`src/rtl/text_to_page_framebuffer_writer_assert.svh`:
```
// Assertion macros for the text renderer RTL.
`ifndef TEXT_TO_PAGE_FRAMEBUFFER_WRITER_ASSERT_SVH
`define TEXT_TO_PAGE_FRAMEBUFFER_WRITER_ASSERT_SVH
`ifndef SYNTHESIS
`define TTPF_ASSERT(lbl, prop, msg) \
  lbl: assert property (@(posedge clk) disable iff (rst) (prop)) else $error(msg);
`define TTPF_ASSERT_NEXT(lbl, ante, cons, msg) \
  lbl: assert property (@(posedge clk) disable iff (rst) (ante) |=> (cons)) else $error(msg);
`else
`define TTPF_ASSERT(lbl, prop, msg)
`define TTPF_ASSERT_NEXT(lbl, ante, cons, msg)
`endif
`endif

```
`src/rtl/ttpf_pkg.sv`:
```
// Types, constants and the 5x7 glyph table of the text renderer.
package ttpf_pkg;

  localparam int ADDR_W      = 10;
  localparam int GLYPH_IDX_W = 7;
  localparam int COL_IDX_W   = 3;
  localparam int CELL_WIDTH  = 6;
  localparam int QUEUE_DEPTH = 2;
  localparam int QPTR_W      = (QUEUE_DEPTH > 1) ? $clog2(QUEUE_DEPTH) : 1;
  localparam int QCNT_W      = $clog2(QUEUE_DEPTH + 1);

  localparam logic [7:0] GLYPH_FIRST    = 8'h20;
  localparam logic [7:0] GLYPH_LAST     = 8'h7E;
  localparam logic [7:0] GLYPH_FALLBACK = 8'h3F;
  localparam logic [7:0] GAP_BYTE       = 8'h00;
  localparam logic [COL_IDX_W-1:0] LAST_COL = COL_IDX_W'(CELL_WIDTH - 1);

  typedef struct packed {
    logic       start_req;
    logic [6:0] start_column;
    logic [2:0] origin_page;
    logic [7:0] char_code;
  } char_word_t;

  typedef struct packed {
    logic [ADDR_W-1:0] fb_address;
    logic [7:0]        fb_byte;
    logic              last;
  } wr_word_t;

  typedef struct packed {
    logic [GLYPH_IDX_W-1:0] glyph;
    logic [ADDR_W-1:0]      base;
  } cmd_t;

  // Column 0 of a glyph sits in the top byte.
  function automatic logic [39:0] glyph_bits(input logic [GLYPH_IDX_W-1:0] idx);
    logic [39:0] r;
    unique case (idx)
      7'd0:  r = 40'h0000000000;
      7'd1:  r = 40'h00005F0000;
      7'd2:  r = 40'h0007000700;
      7'd3:  r = 40'h147F147F14;
      7'd4:  r = 40'h242A7F2A12;
      7'd5:  r = 40'h2313086462;
      7'd6:  r = 40'h3649552250;
      7'd7:  r = 40'h0005030000;
      7'd8:  r = 40'h001C224100;
      7'd9:  r = 40'h0041221C00;
      7'd10: r = 40'h082A1C2A08;
      7'd11: r = 40'h08083E0808;
      7'd12: r = 40'h0050300000;
      7'd13: r = 40'h0808080808;
      7'd14: r = 40'h0030300000;
      7'd15: r = 40'h2010080402;
      7'd16: r = 40'h3E5149453E;
      7'd17: r = 40'h00427F4000;
      7'd18: r = 40'h4261514946;
      7'd19: r = 40'h2141454B31;
      7'd20: r = 40'h1814127F10;
      7'd21: r = 40'h2745454539;
      7'd22: r = 40'h3C4A494930;
      7'd23: r = 40'h0171090503;
      7'd24: r = 40'h3649494936;
      7'd25: r = 40'h064949291E;
      7'd26: r = 40'h0036360000;
      7'd27: r = 40'h0056360000;
      7'd28: r = 40'h0008142241;
      7'd29: r = 40'h1414141414;
      7'd30: r = 40'h4122140800;
      7'd31: r = 40'h0201510906;
      7'd32: r = 40'h324979413E;
      7'd33: r = 40'h7E1111117E;
      7'd34: r = 40'h7F49494936;
      7'd35: r = 40'h3E41414122;
      7'd36: r = 40'h7F4141221C;
      7'd37: r = 40'h7F49494941;
      7'd38: r = 40'h7F09090901;
      7'd39: r = 40'h3E41415132;
      7'd40: r = 40'h7F0808087F;
      7'd41: r = 40'h00417F4100;
      7'd42: r = 40'h2040413F01;
      7'd43: r = 40'h7F08142241;
      7'd44: r = 40'h7F40404040;
      7'd45: r = 40'h7F0204027F;
      7'd46: r = 40'h7F0408107F;
      7'd47: r = 40'h3E4141413E;
      7'd48: r = 40'h7F09090906;
      7'd49: r = 40'h3E4151215E;
      7'd50: r = 40'h7F09192946;
      7'd51: r = 40'h4649494931;
      7'd52: r = 40'h01017F0101;
      7'd53: r = 40'h3F4040403F;
      7'd54: r = 40'h1F2040201F;
      7'd55: r = 40'h3F4038403F;
      7'd56: r = 40'h6314081463;
      7'd57: r = 40'h0304780403;
      7'd58: r = 40'h6151494543;
      7'd59: r = 40'h00007F4141;
      7'd60: r = 40'h0204081020;
      7'd61: r = 40'h41417F0000;
      7'd62: r = 40'h0402010204;
      7'd63: r = 40'h4040404040;
      7'd64: r = 40'h0001020400;
      7'd65: r = 40'h2054545478;
      7'd66: r = 40'h7F48444438;
      7'd67: r = 40'h3844444420;
      7'd68: r = 40'h384444487F;
      7'd69: r = 40'h3854545418;
      7'd70: r = 40'h087E090102;
      7'd71: r = 40'h081454543C;
      7'd72: r = 40'h7F08040478;
      7'd73: r = 40'h00447D4000;
      7'd74: r = 40'h2040443D00;
      7'd75: r = 40'h007F102844;
      7'd76: r = 40'h00417F4000;
      7'd77: r = 40'h7C04180478;
      7'd78: r = 40'h7C08040478;
      7'd79: r = 40'h3844444438;
      7'd80: r = 40'h7C14141408;
      7'd81: r = 40'h081414187C;
      7'd82: r = 40'h7C08040408;
      7'd83: r = 40'h4854545420;
      7'd84: r = 40'h043F444020;
      7'd85: r = 40'h3C4040207C;
      7'd86: r = 40'h1C2040201C;
      7'd87: r = 40'h3C4030403C;
      7'd88: r = 40'h4428102844;
      7'd89: r = 40'h0C5050503C;
      7'd90: r = 40'h4464544C44;
      7'd91: r = 40'h0008364100;
      7'd92: r = 40'h00007F0000;
      7'd93: r = 40'h0041360800;
      7'd94: r = 40'h08082A1C08;
      default: r = 40'h0000000000;
    endcase
    return r;
  endfunction

  function automatic logic [7:0] glyph_column(input logic [GLYPH_IDX_W-1:0] idx,
                                              input logic [COL_IDX_W-1:0] k);
    logic [39:0] bits;
    logic [7:0]  col;
    bits = glyph_bits(idx);
    unique case (k)
      3'd0:    col = bits[39:32];
      3'd1:    col = bits[31:24];
      3'd2:    col = bits[23:16];
      3'd3:    col = bits[15:8];
      3'd4:    col = bits[7:0];
      default: col = GAP_BYTE;
    endcase
    return col;
  endfunction

endpackage

```
`src/rtl/ttpf_queue.sv`:
```
// Short command queue between the front end and the write sequencer.
module ttpf_queue (
  input  logic           clk,
  input  logic           rst,
  input  logic           push,
  input  ttpf_pkg::cmd_t push_cmd,
  output logic           full,
  input  logic           pop,
  output logic           nonempty,
  output ttpf_pkg::cmd_t head
);

  ttpf_pkg::cmd_t                  entries [ttpf_pkg::QUEUE_DEPTH];
  logic [ttpf_pkg::QPTR_W-1:0]     wr_ptr, rd_ptr;
  logic [ttpf_pkg::QCNT_W-1:0]     count;

  function automatic logic [ttpf_pkg::QPTR_W-1:0] bump(input logic [ttpf_pkg::QPTR_W-1:0] p);
    return (p == ttpf_pkg::QPTR_W'(ttpf_pkg::QUEUE_DEPTH - 1)) ? '0 : p + 1'b1;
  endfunction

  assign full     = count == ttpf_pkg::QCNT_W'(ttpf_pkg::QUEUE_DEPTH);
  assign nonempty = count != '0;
  assign head     = entries[rd_ptr];

  always_ff @(posedge clk) begin
    if (push) begin
      entries[wr_ptr] <= push_cmd;
    end
  end

  always_ff @(posedge clk) begin
    if (rst) begin
      wr_ptr <= '0;
      rd_ptr <= '0;
      count  <= '0;
    end else begin
      if (push) begin
        wr_ptr <= bump(wr_ptr);
      end
      if (pop) begin
        rd_ptr <= bump(rd_ptr);
      end
      unique case ({push, pop})
        2'b10:   count <= count + 1'b1;
        2'b01:   count <= count - 1'b1;
        default: count <= count;
      endcase
    end
  end

endmodule

```
`config.mk`:
```
export PLATFORM = sky130hd
export DESIGN_NAME = ttpf_queue
export DESIGN_NICKNAME = d
export VERILOG_FILES = /design/src/rtl/text_to_page_framebuffer_writer_assert.svh /design/src/rtl/ttpf_pkg.sv /design/src/rtl/ttpf_queue.sv
export SDC_FILE = /design/constraint.sdc
export NUM_CORES = 1
export LEC_CHECK = 0
export ABC_AREA = 1
export BUFFER_PORTS_ARGS = -buffer_cell sky130_fd_sc_hd__buf_2
export CORE_MARGIN = 4
export CORE_UTILIZATION = 35
export CTS_CLUSTER_SIZE = 16
export DETAILED_ROUTE_END_ITERATION = 8
export SLEW_MARGIN = 20
export SYNTH_ARGS = -nofsm -noshare
export SYNTH_HDL_FRONTEND = slang
export SYNTH_SLANG_ARGS = --single-unit
```
`constraint.sdc`:
```
create_clock -name clk -period 5.1 [get_ports clk]
set_clock_uncertainty 0.2 [all_clocks]
set_input_delay 0.51 -clock clk [delete_from_list [all_inputs] [get_ports clk]]
set_output_delay 0.51 -clock clk [all_outputs]
set_load 0.005 [all_outputs]
```
==> results.toml <==
[place]
gp_congestion = 0.670
dpl.hpwl_um = 1770
dpl_cell_area_mm2 = 0.00174
dpl_worst_slack_ns = 2.92
port_buffers = 39

[yosys]
yosys_warnings = 0
synth_top_cell_area_share = 0.678
synth_fa_ha_area_frac = 0.00831
synth-edff-count = 34
synthTopCellsByCount = "34 x edfxtp_1, 10 x mux2_4, 9 x nor2_1"
synth-seq-area-share = 0.744
yosysTopAreaCell = "edfxtp_1"
yosysMostFrequentCell = "edfxtp_1"
synthSimpleGateAreaFrac = 0.0449
synth.distinct_cells = 15
synth-seq-cells = 39
ys_top_cells_by_area = "edfxtp_1 68%, mux2_4 10%, dfxtp_1 6.6%"
synthArstFlopShare = 0
synth_compound_area_frac = 0.00664
synthesis.area_mm2 = 0.00151
syn_avg_cell_area_um2 = 17.5
synthMuxAreaShare = 0.152
synthFlopType = "edfxtp_1"
syn_inst = 86
synthesis.nets = 108
synth_top_family_by_area = "multiplexers"
synth-xor-area-share = 0.00581

[floorplanning]
die_y_um = 73.6
start_util = 0.369
ioPinCount = 40
fp.coreArea_mm2 = 0.00409
rows = 23
die_x_um = 73.6
die-area_mm2 = 0.00542

[timing]
slew_headroom = 0.397
max_freq_ghz = 0.407
period_needed_ns = 2.45
setup_tns_ns = 0
setup_viol = 0
setup_ws_ns = 2.65
worst_slew_pin_slew_ns = 0.903
finalHoldViolCount = 0
timing.hold.ws_ns = 0.206
slew_violations = 0
period_share = 0.481
rsz0062_at_grt = "false"

[cts]
cts_hold_buf = 0
clockBufferDepth = 2
cts_tree = "done"
htree_levels = 2
cts_buffers = 5
clk-insertion-delay-late_ns = 0.28
post_cts.repair.setup_buffers = 0
clock_sinks = 39
cts_root_buffer = "clkbuf_8"
postCtsResizedCells = 0
path_clk_slew_ns = 0.07

[setup_path]
crit_path_max_incr_delay_ns = 0.91
worstPathCellList = "mux2_2, buf_2"
slowest_stage = "dfxtp_1"
startpoint_type = "register"
crit_type = "reg -> out"
path_buf_inv = 1
path_max_fanout = 17
cp-end-kind = "output port"
worstPathArrival_ns = 1.74
critPathTopFamily = "flip-flops"
crit_required_ns = 4.39

[power_and_ir_drop]
ir_drop_mv = 0.152
p_int_uw = 498
leakagePower_uw = 0.000747
power.share.switching = 0.215
p_seq_frac = 0.596
p_switching_uw = 136
power_density_mw_per_mm2 = 349
p_clk_frac = 0.293
combPwrFrac = 0.110

[layout]
final_nets = 153
drive_gt1_frac = 0.481
final_area_mm2 = 0.00182
final.fill_count = 390
syn2layout_area_growth_pct = 20.7
diodes = 0

[drt]
vias_per_cell = 4.55
drtIter0Drc = 33
wl_per_cell_um = 13.6
dr_total_vias = 823
wl_um = 2470
drtPass1Iterations = 4
drc = 0
ant_nets = 0

[global_routing]
grt_max_degree = 19
grt_pass1_wl_um = 3820
antenna_found_initial = 0
grt_util_all_layers = 0.101
grt_overflow = 0
grt_pass1_vias = 864

[run_status]
outcome = "finished clean"

[flow_run]
maxCapViolations = 0

[worst_hold_path]
min_path_type = "in -> reg"
==> power by group through the flow <==
stage	sequential, uW	clock, uW	combinational (uW)
final	379	186	69.9
after floorplan	378	0	49.5
after detailed placement	386	0	71.9
after global placement	385	0	69.5
after CTS	379	195	72.1
after global routing	381	210	77.0
==> worst reg2reg max path, cell delays in order, from the launching register on <==
cell     delay [ns]
dfxtp_1        0.34
nand2_1        0.05
inv_1          0.51
==> registers in the layout, indices dropped and copies added, names as in the netlist, named ones only <==
signal,flops
entries,34
count,2
wr_ptr,1
rd_ptr,1
==> cells by family (layout without fill, tap and decap cells) <==
logic type,count (synthesis),after routing
buffers and inverters,9,54
and+or+nand+nor,17,17
AOI/OAI and AO/OA,2,2
muxes,17,17
xor gates and xnor gates,1,1
DFF,39,39
adders and majority gates,1,1
==> cell type report <==
type                            count  area (um2)  area share
Clock buffer                        5        68.8      0.0379
Clock inverter                      2        8.76     0.00482
Inverter                            7        26.3      0.0145
Multi-Input combinational cell     38         328       0.180
Sequential cell                    39        1120       0.617
Tap cell                           50        62.6      0.0344
Timing Repair Buffer               40         203       0.111
==> worst paths after layout <==
kind                              startpoint        endpoint  slack (ns)  cells after the start
worst max-delay path                register         head[7]        2.65                      2
worst min register to register        wr_ptr          wr_ptr        0.32                      2
worst max register to register        wr_ptr   entries[1][1]        3.62                      2
worst min-delay path            push_cmd[11]  entries[0][11]        0.21                      1
==> per-layer routing <==
metal	vias up	track usage	share of wire
met3	6	0.0534	0.12
li1	397	-	-
met1	385	0.107	0.37
met5	-	0	0
met4	0	0.0543	0.022
met2	35	0.160	0.49
==> per-stage QoR <==
stage / cells / utilization / power [uW]
after detailed placement: 174 / 0.426 / 458
after global placement: 174 / 0.426 / 455
final: 181 / 0.445 / 635
after floorplan: 86 / - / 428
after CTS: 181 / 0.445 / 646
after global routing: 181 / 0.445 / 668
==> placed cells by master, fill, tap and decap left out <==
cell type and instances:
clkinv_1 1, buf_2 39, buf_4 1, inv_1 7, dfxtp_1 5, xnor2_1 1
o21ai_0 1, edfxtp_1 34, nand4_1 1, mux2_4 10, nor3_1 1, ha_1 1
a21oi_1 1, nor2_1 9, nand2_1 6, clkbuf_8 5, mux2_2 7, clkinv_2 1
No activity file was read; power rests on OpenSTA's default activity.
