--- src/rtl/text_to_page_framebuffer_writer_assert.svh ---
// Assertion macros for the text renderer RTL.
`ifndef TEXT_TO_PAGE_FRAMEBUFFER_WRITER_ASSERT_SVH
`define TEXT_TO_PAGE_FRAMEBUFFER_WRITER_ASSERT_SVH
`ifndef SYNTHESIS
`define TTPF_ASSERT(lbl, prop, msg) \
  lbl: assert property (@(posedge clk) disable iff (rst) (prop)) else $error(msg);
`define TTPF_ASSERT_NEXT(lbl, ante, cons, msg) \
  lbl: assert property (@(posedge clk) disable iff (rst) (ante) |=> (cons)) else $error(msg);
`else
`define TTPF_ASSERT(lbl, prop, msg)
`define TTPF_ASSERT_NEXT(lbl, ante, cons, msg)
`endif
`endif

--- src/rtl/ttpf_pkg.sv ---
// Types, constants and the 5x7 glyph table of the text renderer.
package ttpf_pkg;

  localparam int ADDR_W      = 10;
  localparam int GLYPH_IDX_W = 7;
  localparam int COL_IDX_W   = 3;
  localparam int CELL_WIDTH  = 6;
  localparam int QUEUE_DEPTH = 2;
  localparam int QPTR_W      = (QUEUE_DEPTH > 1) ? $clog2(QUEUE_DEPTH) : 1;
  localparam int QCNT_W      = $clog2(QUEUE_DEPTH + 1);

  localparam logic [7:0] GLYPH_FIRST    = 8'h20;
  localparam logic [7:0] GLYPH_LAST     = 8'h7E;
  localparam logic [7:0] GLYPH_FALLBACK = 8'h3F;
  localparam logic [7:0] GAP_BYTE       = 8'h00;
  localparam logic [COL_IDX_W-1:0] LAST_COL = COL_IDX_W'(CELL_WIDTH - 1);

  typedef struct packed {
    logic       start_req;
    logic [6:0] start_column;
    logic [2:0] origin_page;
    logic [7:0] char_code;
  } char_word_t;

  typedef struct packed {
    logic [ADDR_W-1:0] fb_address;
    logic [7:0]        fb_byte;
    logic              last;
  } wr_word_t;

  typedef struct packed {
    logic [GLYPH_IDX_W-1:0] glyph;
    logic [ADDR_W-1:0]      base;
  } cmd_t;

  // Column 0 of a glyph sits in the top byte.
  function automatic logic [39:0] glyph_bits(input logic [GLYPH_IDX_W-1:0] idx);
    logic [39:0] r;
    unique case (idx)
      7'd0:  r = 40'h0000000000;
      7'd1:  r = 40'h00005F0000;
      7'd2:  r = 40'h0007000700;
      7'd3:  r = 40'h147F147F14;
      7'd4:  r = 40'h242A7F2A12;
      7'd5:  r = 40'h2313086462;
      7'd6:  r = 40'h3649552250;
      7'd7:  r = 40'h0005030000;
      7'd8:  r = 40'h001C224100;
      7'd9:  r = 40'h0041221C00;
      7'd10: r = 40'h082A1C2A08;
      7'd11: r = 40'h08083E0808;
      7'd12: r = 40'h0050300000;
      7'd13: r = 40'h0808080808;
      7'd14: r = 40'h0030300000;
      7'd15: r = 40'h2010080402;
      7'd16: r = 40'h3E5149453E;
      7'd17: r = 40'h00427F4000;
      7'd18: r = 40'h4261514946;
      7'd19: r = 40'h2141454B31;
      7'd20: r = 40'h1814127F10;
      7'd21: r = 40'h2745454539;
      7'd22: r = 40'h3C4A494930;
      7'd23: r = 40'h0171090503;
      7'd24: r = 40'h3649494936;
      7'd25: r = 40'h064949291E;
      7'd26: r = 40'h0036360000;
      7'd27: r = 40'h0056360000;
      7'd28: r = 40'h0008142241;
      7'd29: r = 40'h1414141414;
      7'd30: r = 40'h4122140800;
      7'd31: r = 40'h0201510906;
      7'd32: r = 40'h324979413E;
      7'd33: r = 40'h7E1111117E;
      7'd34: r = 40'h7F49494936;
      7'd35: r = 40'h3E41414122;
      7'd36: r = 40'h7F4141221C;
      7'd37: r = 40'h7F49494941;
      7'd38: r = 40'h7F09090901;
      7'd39: r = 40'h3E41415132;
      7'd40: r = 40'h7F0808087F;
      7'd41: r = 40'h00417F4100;
      7'd42: r = 40'h2040413F01;
      7'd43: r = 40'h7F08142241;
      7'd44: r = 40'h7F40404040;
      7'd45: r = 40'h7F0204027F;
      7'd46: r = 40'h7F0408107F;
      7'd47: r = 40'h3E4141413E;
      7'd48: r = 40'h7F09090906;
      7'd49: r = 40'h3E4151215E;
      7'd50: r = 40'h7F09192946;
      7'd51: r = 40'h4649494931;
      7'd52: r = 40'h01017F0101;
      7'd53: r = 40'h3F4040403F;
      7'd54: r = 40'h1F2040201F;
      7'd55: r = 40'h3F4038403F;
      7'd56: r = 40'h6314081463;
      7'd57: r = 40'h0304780403;
      7'd58: r = 40'h6151494543;
      7'd59: r = 40'h00007F4141;
      7'd60: r = 40'h0204081020;
      7'd61: r = 40'h41417F0000;
      7'd62: r = 40'h0402010204;
      7'd63: r = 40'h4040404040;
      7'd64: r = 40'h0001020400;
      7'd65: r = 40'h2054545478;
      7'd66: r = 40'h7F48444438;
      7'd67: r = 40'h3844444420;
      7'd68: r = 40'h384444487F;
      7'd69: r = 40'h3854545418;
      7'd70: r = 40'h087E090102;
      7'd71: r = 40'h081454543C;
      7'd72: r = 40'h7F08040478;
      7'd73: r = 40'h00447D4000;
      7'd74: r = 40'h2040443D00;
      7'd75: r = 40'h007F102844;
      7'd76: r = 40'h00417F4000;
      7'd77: r = 40'h7C04180478;
      7'd78: r = 40'h7C08040478;
      7'd79: r = 40'h3844444438;
      7'd80: r = 40'h7C14141408;
      7'd81: r = 40'h081414187C;
      7'd82: r = 40'h7C08040408;
      7'd83: r = 40'h4854545420;
      7'd84: r = 40'h043F444020;
      7'd85: r = 40'h3C4040207C;
      7'd86: r = 40'h1C2040201C;
      7'd87: r = 40'h3C4030403C;
      7'd88: r = 40'h4428102844;
      7'd89: r = 40'h0C5050503C;
      7'd90: r = 40'h4464544C44;
      7'd91: r = 40'h0008364100;
      7'd92: r = 40'h00007F0000;
      7'd93: r = 40'h0041360800;
      7'd94: r = 40'h08082A1C08;
      default: r = 40'h0000000000;
    endcase
    return r;
  endfunction

  function automatic logic [7:0] glyph_column(input logic [GLYPH_IDX_W-1:0] idx,
                                              input logic [COL_IDX_W-1:0] k);
    logic [39:0] bits;
    logic [7:0]  col;
    bits = glyph_bits(idx);
    unique case (k)
      3'd0:    col = bits[39:32];
      3'd1:    col = bits[31:24];
      3'd2:    col = bits[23:16];
      3'd3:    col = bits[15:8];
      3'd4:    col = bits[7:0];
      default: col = GAP_BYTE;
    endcase
    return col;
  endfunction

endpackage

--- src/rtl/ttpf_front.sv ---
// Front end: cursor tracking, wrap and drop decisions, glyph lookup index.
module ttpf_front #(
  parameter int DISPLAY_WIDTH = 128,
  parameter int PAGE_COUNT    = 8
) (
  input  logic                clk,
  input  logic                rst,
  input  logic                char_valid,
  output logic                char_stall,
  input  ttpf_pkg::char_word_t char_word,
  input  logic                q_full,
  output logic                q_push,
  output ttpf_pkg::cmd_t      q_cmd
);

  localparam int CW = ($clog2(DISPLAY_WIDTH + 1) > 7) ? $clog2(DISPLAY_WIDTH + 1) : 7;
  localparam int PW = ($clog2(PAGE_COUNT + 1) > 3) ? $clog2(PAGE_COUNT + 1) : 3;

  logic [CW-1:0] cursor_column, cursor_column_next;
  logic [PW-1:0] cursor_page, cursor_page_next;
  logic [CW-1:0] col_eff, draw_col;
  logic [PW-1:0] page_eff, page_wrap, draw_page;
  logic          accept, drop, wrap, off_bottom;
  logic [7:0]    code;

  assign accept     = char_valid && !q_full;
  assign char_stall = q_full;

  always_comb begin
    if (char_word.start_req) begin
      col_eff  = CW'(char_word.start_column);
      page_eff = PW'(char_word.origin_page);
    end else begin
      col_eff  = cursor_column;
      page_eff = cursor_page;
    end
    drop       = page_eff >= PW'(PAGE_COUNT);
    wrap       = ((CW + 1)'(col_eff) + (CW + 1)'(ttpf_pkg::CELL_WIDTH))
                 > (CW + 1)'(DISPLAY_WIDTH);
    page_wrap  = page_eff + PW'(1);
    off_bottom = page_wrap >= PW'(PAGE_COUNT);
    draw_col   = wrap ? '0 : col_eff;
    draw_page  = wrap ? page_wrap : page_eff;
    priority if (drop) begin
      cursor_column_next = col_eff;
      cursor_page_next   = page_eff;
    end else if (wrap && off_bottom) begin
      cursor_column_next = CW'(ttpf_pkg::CELL_WIDTH);
      cursor_page_next   = PW'(PAGE_COUNT);
    end else begin
      cursor_column_next = draw_col + CW'(ttpf_pkg::CELL_WIDTH);
      cursor_page_next   = draw_page;
    end
  end

  always_comb begin
    code = char_word.char_code;
    if (code < ttpf_pkg::GLYPH_FIRST || code > ttpf_pkg::GLYPH_LAST) begin
      code = ttpf_pkg::GLYPH_FALLBACK;
    end
    q_cmd.glyph = ttpf_pkg::GLYPH_IDX_W'(code - ttpf_pkg::GLYPH_FIRST);
    q_cmd.base  = ttpf_pkg::ADDR_W'(32'(draw_page) * 32'(DISPLAY_WIDTH) + 32'(draw_col));
  end

  assign q_push = accept && !drop && !(wrap && off_bottom);

  always_ff @(posedge clk) begin
    if (rst) begin
      cursor_column <= '0;
      cursor_page   <= '0;
    end else if (accept) begin
      cursor_column <= cursor_column_next;
      cursor_page   <= cursor_page_next;
    end
  end

endmodule

--- config.mk ---
export PLATFORM = sky130hd
export DESIGN_NAME = ttpf_front
export DESIGN_NICKNAME = d
export VERILOG_FILES = /design/src/rtl/text_to_page_framebuffer_writer_assert.svh /design/src/rtl/ttpf_pkg.sv /design/src/rtl/ttpf_front.sv
export SDC_FILE = /design/constraint.sdc
export NUM_CORES = 1
export LEC_CHECK = 0
export ABC_CLOCK_PERIOD_IN_PS = 4300
export BUFFER_PORTS_ARGS = -buffer_cell sky130_fd_sc_hd__buf_2
export CAP_MARGIN = 20
export CORE_MARGIN = 2
export CORE_UTILIZATION = 45
export CTS_CLUSTER_SIZE = 40
export DETAILED_ROUTE_END_ITERATION = 16
export PLACE_DENSITY = 0.79
export SYNTH_ARGS = -nofsm -noshare
export SYNTH_HDL_FRONTEND = slang
export SYNTH_SLANG_ARGS = --single-unit
--- constraint.sdc ---
create_clock -name clk -period 4.3 [get_ports clk]
set_input_delay 0.215 -clock clk [delete_from_list [all_inputs] [get_ports clk]]
set_output_delay 0.215 -clock clk [all_outputs]
set_load 0.02 [all_outputs]
==> results_dict.tcl, run 1 <==
set metrics [dict create \
    synth_cell_type_count 50 \
    utilization 0.561 \
    finalCriticalPeriod_ns 3.50 \
    synth_top_family_by_area "simple AND/OR/NAND/NOR gates" \
    seq_area_frac_synth 0.205 \
    antenna_found_initial 0 \
    grt_max_degree 28 \
    timing.final.crit_share 0.814 \
    path_clk_slew_ns 0.08 \
    ir_drop_v 0.000168 \
    power_leakage_nw 0.647 \
    portBuffers 41 \
    die_w_um 55.0 \
    synthArstFlopShare 0 \
    worstPathCellList "buf_2 > mux2i_1 > ha_1 > a211oi_1 > mux2_2 > o41a_1 > nor2_1 > inv_1 > ha_1 > a2111oi_0 > xnor2_1 > a22oi_1 > a2bb2oi_1 > nor2_1" \
    drcViolationCount 0 \
    whs_ns 0.267 \
    layout-area-overhead-vs-synth_pct 18.6 \
    synth-xor-area-share 0.0790 \
    max_slew_margin 0.471 \
    slowest_stage "a2111oi_0" \
    hold_violations 0 \
    rsz0062_at_grt "no" \
    setup.worst_path.start_class "primary input" \
    drv_cap 0 \
    gr-total-overflow 0 \
    drt_iter0_drc 19 \
    tritoncts "yes" \
    num_vias 1204 \
    synth_edf_count 0 \
    fin_skew_ns 0.00332 \
    hold_buffers 0 \
    synthAdderAreaFrac 0.0534 \
    yosysWarnings 0 \
    post_synth_inst_count 143 \
    setup_viol 0 \
    layout_commonest_cell "buf_2" \
    fin_setup_tns_ns 0 \
    root_buffer "clkbuf_4" \
    end_kind "flop" \
    drive_above_1_share 0.304 \
    place.gp.congestion 0.879 \
    yosys.area.top_type "dfxtp_1" \
    synth_top_area_frac 0.205 \
    final_nets 210 \
    drtPass1Iterations 4 \
    grt_pass1_vias 1160 \
    synthSimpleGateAreaFrac 0.286 \
    ant_nets 0 \
    clockBufferDepth 2 \
    synthTopCellsByArea "dfxtp_1, mux2i_1, ha_1" \
    power_mw 0.319 \
    worstSkewPairLatency_ns 0.27 \
    synth.area.mux_share 0.110 \
    outcome "finished, final reports clean" \
    power.density_mw_per_mm2 230 \
    fp-row-count 18 \
    routed_wl_mm 2.87 \
    placedCellCount 207 \
    synth_seq_cells 12 \
    worst_pin_slew_ns 0.773 \
    synth_fp_nets 171 \
    worst-path-max-fanout 27 \
    numClockSinks 12 \
    fillCellCount 236 \
    n_antenna_cell 0 \
    worstSetupPathType "primary input to flop" \
    final-max-slew-violation-count 0 \
    cts_setup_buffers 0 \
    die_area_mm2 0.00303 \
    ioPinCount 42 \
    final_cells 211 \
    ys.flop_type "dfxtp_1" \
    hpwl_mm 2.33 \
    grt_first_pass_wirelength_mm 4.66 \
    wire_per_inst_um 13.6 \
    syn_area_mm2 0.00117 \
    fp.coreArea_mm2 0.00248 \
    start_util 0.473 \
    viasPerCell 5.71 \
    synth_compound_area_frac 0.189 \
    worstPathArrival_ns 3.66 \
    critPathMaxStageDelay_ns 0.71 \
    cts_inserted_buffers 3 \
    grt_usage 0.211 \
    avgSynthCellArea_um2 8.20 \
    htreeDepth 1 \
    cts_resized 0 \
    final_cell_mix "buf_2, nor2_1, dfxtp_1" \
    die_h_um 55.0 \
    fmax_mhz 286 \
    required_ns 4.46 \
    hold_path.class "primary input to flop" \
]
-- cell families after synthesis --
kind of cell / after synthesis
muxes: 12
buffers and inverters: 14
and+or+nand+nor: 62
adders and majority gates: 5
xor gates and xnor gates: 9
AOI/OAI and AO/OA: 29
DFF: 12
-- stage by stage --
stage / instance area, um2 / setup slack [ns]
global placement: 1350 / 0.781
finish: 1390 / 0.799
CTS: 1390 / 0.771
detailed placement: 1350 / 0.565
global route: 1390 / 0.464
floorplan: 1170 / 0.492
-- per-layer routing --
metal  share of wire  GRT usage  wire [um]
met1            0.43      0.228       1240
met2            0.51      0.409       1460
met3           0.048     0.0323        138
met4           0.012     0.0772         34
met5               0          0          0
-- synth_stat cells (4+ instances only) --
master   number
nand3_1       4
nor2_1       15
xnor2_1       5
a21oi_1       7
mux2i_1       7
ha_1          5
nand2_1      10
nor2b_1       4
mux2_2        4
dfxtp_1      12
or3_1         8
inv_1         6
-- final timing paths --
| kind | start | endpoint | slack, ns | cells after the start |
|---|---|---|---|---|
| max | char_word[18] | cursor_column[7]$_SDFFE_PP0P_ | 0.80 | 14 |
| min | rst | cursor_column[6]$_SDFFE_PP0P_ | 0.27 | 2 |
| max reg2reg | cursor_column[1]$_SDFFE_PP0P_ | cursor_column[7]$_SDFFE_PP0P_ | 0.87 | 13 |
| min reg2reg | cursor_page[1]$_SDFFE_PP0P_ | cursor_page[1]$_SDFFE_PP0P_ | 0.49 | 1 |
-- critical path: cells and delay by family --
kind | cells | cell delay [ns]
AO/OA/AOI/OAI | 5 | 1.42
AND/OR/NAND/NOR | 2 | 0.27
adder cells (fa/ha/maj) | 2 | 0.50
XOR/XNOR | 1 | 0.15
multiplexers | 2 | 0.56
buffers and inverters | 2 | 0.54
-- area by class of cell --
type                       instances  area (um2)  area share
clock buffer                       4        36.3      0.0261
inverter                           6        22.5      0.0162
multi-input combinational        117         841       0.605
sequential                        12         240       0.173
tap                               30        37.5      0.0270
timing repair buffer              42         213       0.153
-- flip-flops by register name (all words and copies together), names as in the netlist --
name           count
cursor_page        4
cursor_column      8
-- power breakdown --
part | switching (mW) | internal (mW) | total [mW]
Combinational | 0.0642 | 0.0443 | 0.108
Sequential | 0.00561 | 0.116 | 0.122
Clock | 0.0372 | 0.0514 | 0.0886
Power figures use the tool's default switching activity.
==> inputs of run 2 (changes only) <==
--- a/config.mk
+++ b/config.mk
@@ -5,7 +5,7 @@
 export SDC_FILE = /design/constraint.sdc
 export NUM_CORES = 1
 export LEC_CHECK = 0
-export ABC_CLOCK_PERIOD_IN_PS = 4300
+export ABC_CLOCK_PERIOD_IN_PS = 3500
 export BUFFER_PORTS_ARGS = -buffer_cell sky130_fd_sc_hd__buf_2
 export CAP_MARGIN = 20
 export CORE_MARGIN = 2
==> constraint.sdc (replaced) <==
create_clock -name clk -period 3.5 [get_ports clk]
set_input_delay 0.175 -clock clk [delete_from_list [all_inputs] [get_ports clk]]
set_output_delay 0.175 -clock clk [all_outputs]
set_load 0.02 [all_outputs]
==> run 2 against run 1 <==
Net effect: critical path type is now flop to primary output; highest routed layer unchanged; critical endpoint is now q_cmd[9]; critical path depth decreased by 5; register-to-register slack worse by 0.44 ns; clock power decreased by 3.0%.
==> results_dict.tcl, run 2 (same netlist as run 1, synthesis figures left out) <==
set metrics [dict create \
    pwr-share-clk 0.227 \
    antenna_found_initial 0 \
    regMostFlops "cursor_column" \
    end_kind "primary output" \
    n_antenna_cell 0 \
    worstSkewPairLatency_ns 0.27 \
    die_area_mm2 0.00303 \
    die_w_um 55.0 \
    outcome "finished, final reports clean" \
    fillCellCount 230 \
    p_int_mw 0.242 \
    routed_wl_mm 3.02 \
    worstSetupPathType "flop to primary output" \
    gr-total-overflow 0 \
    drv_cap 0 \
    power.density_mw_per_mm2 263 \
    hold_path_end "cursor_column[5]$_SDFFE_PP0P_" \
    fmax_mhz 301 \
    setup.worst_path.start_class "flop" \
    cts_inserted_buffers 3 \
    htreeDepth 1 \
    p_comb_frac 0.375 \
    hold_buffers 0 \
    p_sw_mw 0.136 \
    grt_max_degree 19 \
    grt_first_pass_wirelength_mm 4.75 \
    ir_drop_v 0.000198 \
    tritoncts "yes" \
    worst-path-max-fanout 16 \
    holdPathStages 2 \
    fin_skew_ns 0.00278 \
    fin_setup_tns_ns 0 \
    clockBufferDepth 2 \
    slowest_stage "or4b_1" \
    fp.coreArea_mm2 0.00248 \
    portBuffers 41 \
    drive_above_1_share 0.339 \
    required_ns 3.32 \
    cts_resized 0 \
    die_h_um 55.0 \
    dpl_cell_area_mm2 0.00139 \
    drcViolationCount 0 \
    worstPathArrival_ns 3.15 \
    whs_ns 0.210 \
    ioPinCount 42 \
    final_area_mm2 0.00144 \
    r2r-end "cursor_column[7]$_SDFFE_PP0P_" \
    hold_violations 0 \
    drtPass1Iterations 4 \
    r2r_slack_ns 0.43 \
    place.gp.congestion 0.880 \
    worst_r2r_path_depth 12 \
    rr_startpoint "cursor_column[1]$_SDFFE_PP0P_" \
    path_clk_slew_ns 0.07 \
    grt_usage 0.218 \
    power_mw 0.378 \
    layout_commonest_cell "buf_2" \
    layout-area-overhead-vs-synth_pct 22.5 \
    viasPerCell 5.60 \
    grt_pass1_vias 1125 \
    swShare 0.360 \
    num_vias 1192 \
    cts_setup_buffers 0 \
    hpwl_mm 2.37 \
    drt_iter0_drc 9 \
    max_slew_margin 0.718 \
    final_cell_mix "buf_2, nor2_1, dfxtp_1" \
    final-max-slew-violation-count 0 \
    ant_nets 0 \
    placedCellCount 210 \
    wire_per_inst_um 14.2 \
    start_util 0.473 \
    setup_viol 0 \
    numClockSinks 12 \
    worstPathCellList "nand4b_1 > or4b_1 > nand3_1 > o41a_1 > buf_6 > mux2_2 > ha_1 > xnor3_1 > buf_2" \
    top_regs "cursor_column: 8 flops, cursor_page: 4 flops" \
    final_nets 213 \
    final_cells 213 \
    worst_pin_slew_ns 0.422 \
    timing.final.crit_share 0.949 \
    rsz0062_at_grt "no" \
    worstHoldStart "rst" \
    hold_path.class "primary input to flop" \
    largest_register_ffs 8 \
    root_buffer "clkbuf_4" \
    finalCriticalPeriod_ns 3.32 \
    power_leakage_nw 0.655 \
    fp-row-count 18 \
    seqPwrFrac 0.398 \
    critPathMaxStageDelay_ns 0.56 \
]
==> run 2: layout make-up <==
| type | instances | area, um2 | area share |
|---|---|---|---|
| timing repair buffer | 45 | 239 | 0.166 |
| tap | 30 | 37.5 | 0.0261 |
| clock buffer | 3 | 22.5 | 0.0157 |
| sequential | 12 | 240 | 0.167 |
| multi-input combinational | 117 | 875 | 0.609 |
| inverter | 6 | 22.5 | 0.0157 |
==> run 2: routing by layer <==
| metal | global-route usage | vias to the layer above | part of all wire |
|---|---|---|---|
| li1 | - | 603 | - |
| met1 | 0.269 | 546 | 0.44 |
| met2 | 0.371 | 37 | 0.49 |
| met3 | 0.0349 | 6 | 0.052 |
| met4 | 0.0976 | 0 | 0.018 |
| met5 | 0 | - | 0 |
==> run 2: stage by stage <==
step	util	setup WS, ns
2_1_floorplan	-	0.0244
3_3_place_gp	0.563	0.358
3_5_place_dp	0.563	0.291
4_1_cts	0.572	0.0408
5_1_grt	0.580	0.0101
6_report	0.580	0.179
==> run 2: how the worst max path moves through the flow <==
stage                                  start                            end  slack (ns)  depth (start not counted)
2_1_floorplan                  char_word[18]  cursor_column[7]$_SDFFE_PP0P_        0.02                         18
3_3_place_gp                   char_word[18]                       q_cmd[9]        0.36                         11
3_5_place_dp                   char_word[18]                       q_cmd[9]        0.29                         11
4_1_cts        cursor_column[1]$_SDFFE_PP0P_                       q_cmd[9]        0.04                         11
5_1_grt        cursor_column[4]$_SDFFE_PP0P_                       q_cmd[9]        0.01                          9
6_report       cursor_column[3]$_SDFFE_PP0P_                       q_cmd[9]        0.18                          9
==> run 2: worst max-delay path, delay by kind of cell, from the launching register on <==
family | cells | cell delay [ns]
AND/OR/NAND/NOR | 3 | 0.86
flip-flops | 1 | 0.42
buffers and inverters | 2 | 0.38
XOR/XNOR | 1 | 0.35
AO/OA/AOI/OAI | 1 | 0.30
multiplexers | 1 | 0.37
adder cells (fa/ha/maj) | 1 | 0.21
==> run 2: power by group through the flow <==
stage | Combinational [mW] | Sequential [mW] | Clock [mW]
floorplan | 0.0975 | 0.151 | 0
global placement | 0.135 | 0.153 | 0
detailed placement | 0.139 | 0.154 | 0
CTS | 0.139 | 0.150 | 0.0889
global route | 0.156 | 0.152 | 0.0947
finish | 0.142 | 0.151 | 0.0859
==> inputs of run 3 (changes only) <==
--- a/config.mk
+++ b/config.mk
@@ -8,6 +8,7 @@
 export ABC_CLOCK_PERIOD_IN_PS = 3500
 export BUFFER_PORTS_ARGS = -buffer_cell sky130_fd_sc_hd__buf_2
 export CAP_MARGIN = 20
+export CORE_ASPECT_RATIO = 1.75
 export CORE_MARGIN = 2
 export CORE_UTILIZATION = 45
 export CTS_CLUSTER_SIZE = 40
==> run 3 against run 2 <==
Net effect: critical path depth stayed put; routed wire length is 4.9% higher; via count is 4.5% higher; register-to-register slack worse by 0.12 ns; hold slack better by 0.052 ns; clock power is 47% higher; total power is 11% higher; first-iteration DRC count is 120% higher; maximum frequency is 0.47% lower; count of clock-buffer cells in the layout stayed put; global-route usage hardly changed; highest routed layer unchanged.
==> results_dict.tcl, run 3 (same netlist as run 1, synthesis figures left out) <==
set metrics [dict create \
    start_util 0.470 \
    ioPinCount 42 \
    ir_drop_v 0.000233 \
    layout_commonest_cell "buf_2" \
    fin_skew_ns 0.00222 \
    timing.final.crit_share 0.953 \
    antenna_found_initial 0 \
    tritoncts "yes" \
    portBuffers 41 \
    grt_max_degree 17 \
    hold_path.class "primary input to flop" \
    routedLengthMet1_mm 1.08 \
    regMostFlops "cursor_column" \
    drtPass1Iterations 4 \
    viasPerCell 5.96 \
    fillCellCount 238 \
    power_leakage_nw 0.669 \
    worst-path-max-fanout 16 \
    multiInputGateArea_um2 871 \
    layout-area-overhead-vs-synth_pct 23.2 \
    cts_inserted_buffers 3 \
    hold_buffers 0 \
    worstSkewPairLatency_ns 0.24 \
    setup_viol 0 \
    largest_register_ffs 8 \
    hold_violations 0 \
    outcome "finished, final reports clean" \
    power.density_mw_per_mm2 291 \
    dr_wl_met2_mm 1.76 \
    top_regs "cursor_column: 8 flops, cursor_page: 4 flops" \
    ant_nets 0 \
    place.gp.congestion 0.891 \
    die_area_mm2 0.00305 \
    drcViolationCount 0 \
    setup.worst_path.start_class "flop" \
    drt_iter0_drc 20 \
    final_cells 209 \
    fp-row-count 24 \
    placedCellCount 206 \
    final_cell_mix "buf_2, nor2_1, dfxtp_1" \
    end_kind "primary output" \
    max_slew_margin 0.710 \
    final_nets 213 \
    numClockSinks 12 \
    seq_area_um2 241 \
    worst_pin_slew_ns 0.435 \
    grt_first_pass_wirelength_mm 5.13 \
    drv_cap 0 \
    fmax_mhz 300 \
    worstPathArrival_ns 3.16 \
    finalCriticalPeriod_ns 3.34 \
    rsz0062_at_grt "no" \
    routed_wl_mm 3.17 \
    worstSetupPathType "flop to primary output" \
    drive_above_1_share 0.344 \
    grt_pass1_vias 1232 \
    n_antenna_cell 0 \
    hpwl_mm 2.61 \
    required_ns 3.32 \
    wire_per_inst_um 15.2 \
    num_vias 1246 \
    cts_setup_buffers 0 \
    fp.coreArea_mm2 0.00249 \
    root_buffer "clkbuf_8" \
    path_clk_slew_ns 0.05 \
    die_h_um 71.5 \
    fin_setup_tns_ns 0 \
    dr_wl_met3_um 127 \
    final-max-slew-violation-count 0 \
    power_mw 0.420 \
    maxUsedRoutingLayer "met4" \
    whs_ns 0.262 \
    htreeDepth 1 \
    gr-total-overflow 0 \
    clockBufferDepth 2 \
    grt_usage 0.218 \
    die_w_um 42.6 \
]
[run 3: timing repair]
| action | in CTS | in global routing |
|---|---|---|
| gates resized for setup | 0 | 3 |
| hold endpoints to repair | 0 | 0 |
| endpoints found under the setup margin | 0 | 1 |
[run 3: cell type report]
cell class / instances / share of cell area
clock buffer: 3 / 0.0286
inverter: 6 / 0.0156
multi-input combinational: 117 / 0.603
sequential: 12 / 0.167
tap: 26 / 0.0225
timing repair buffer: 45 / 0.163
[run 3: per-stage QoR]
stage / cell area, um2 / setup WS (ns) / utilization
6_report: 1440 / 0.163 / 0.579
5_1_grt: 1440 / 0.00215 / 0.579
4_1_cts: 1430 / 0.134 / 0.574
3_5_place_dp: 1390 / 0.168 / 0.557
3_3_place_gp: 1390 / 0.256 / 0.557
2_1_floorplan: 1190 / 0.0244 / -
[run 3: report_power, final]
group | total [mW] | switching [mW] | internal (mW)
registers | 0.151 | 0.00730 | 0.144
clock network | 0.126 | 0.0502 | 0.0758
logic | 0.143 | 0.0840 | 0.0586
total | 0.420 | 0.142 | 0.278
[run 3: path summary, 6_finish.rpt]
kind	startpoint	endpoint	slack [ns]	cells after the start
setup / recovery	cursor_column[3]$_SDFFE_PP0P_	q_cmd[9]	0.16	9
hold / removal	rst	cursor_column[5]$_SDFFE_PP0P_	0.26	2
setup reg to reg	cursor_column[1]$_SDFFE_PP0P_	cursor_column[7]$_SDFFE_PP0P_	0.31	12
hold reg to reg	cursor_column[0]$_SDFFE_PP0P_	cursor_column[0]$_SDFFE_PP0P_	0.47	2
[run 3: worst max-delay path, stage by stage (launching register included)]
cell and delay, ns:
dfxtp_1 0.40, nand4b_1 0.22, or4b_1 0.54, nand3_1 0.10
o41a_1 0.29, buf_4 0.27, mux2_2 0.37, ha_1 0.21
xnor3_1 0.35, buf_2 0.16
[run 3: routing by layer]
metal	vias up	GRT usage
li1	602	-
met1	578	0.195
met2	49	0.426
met3	17	0.00756
met4	0	0.177
met5	-	0
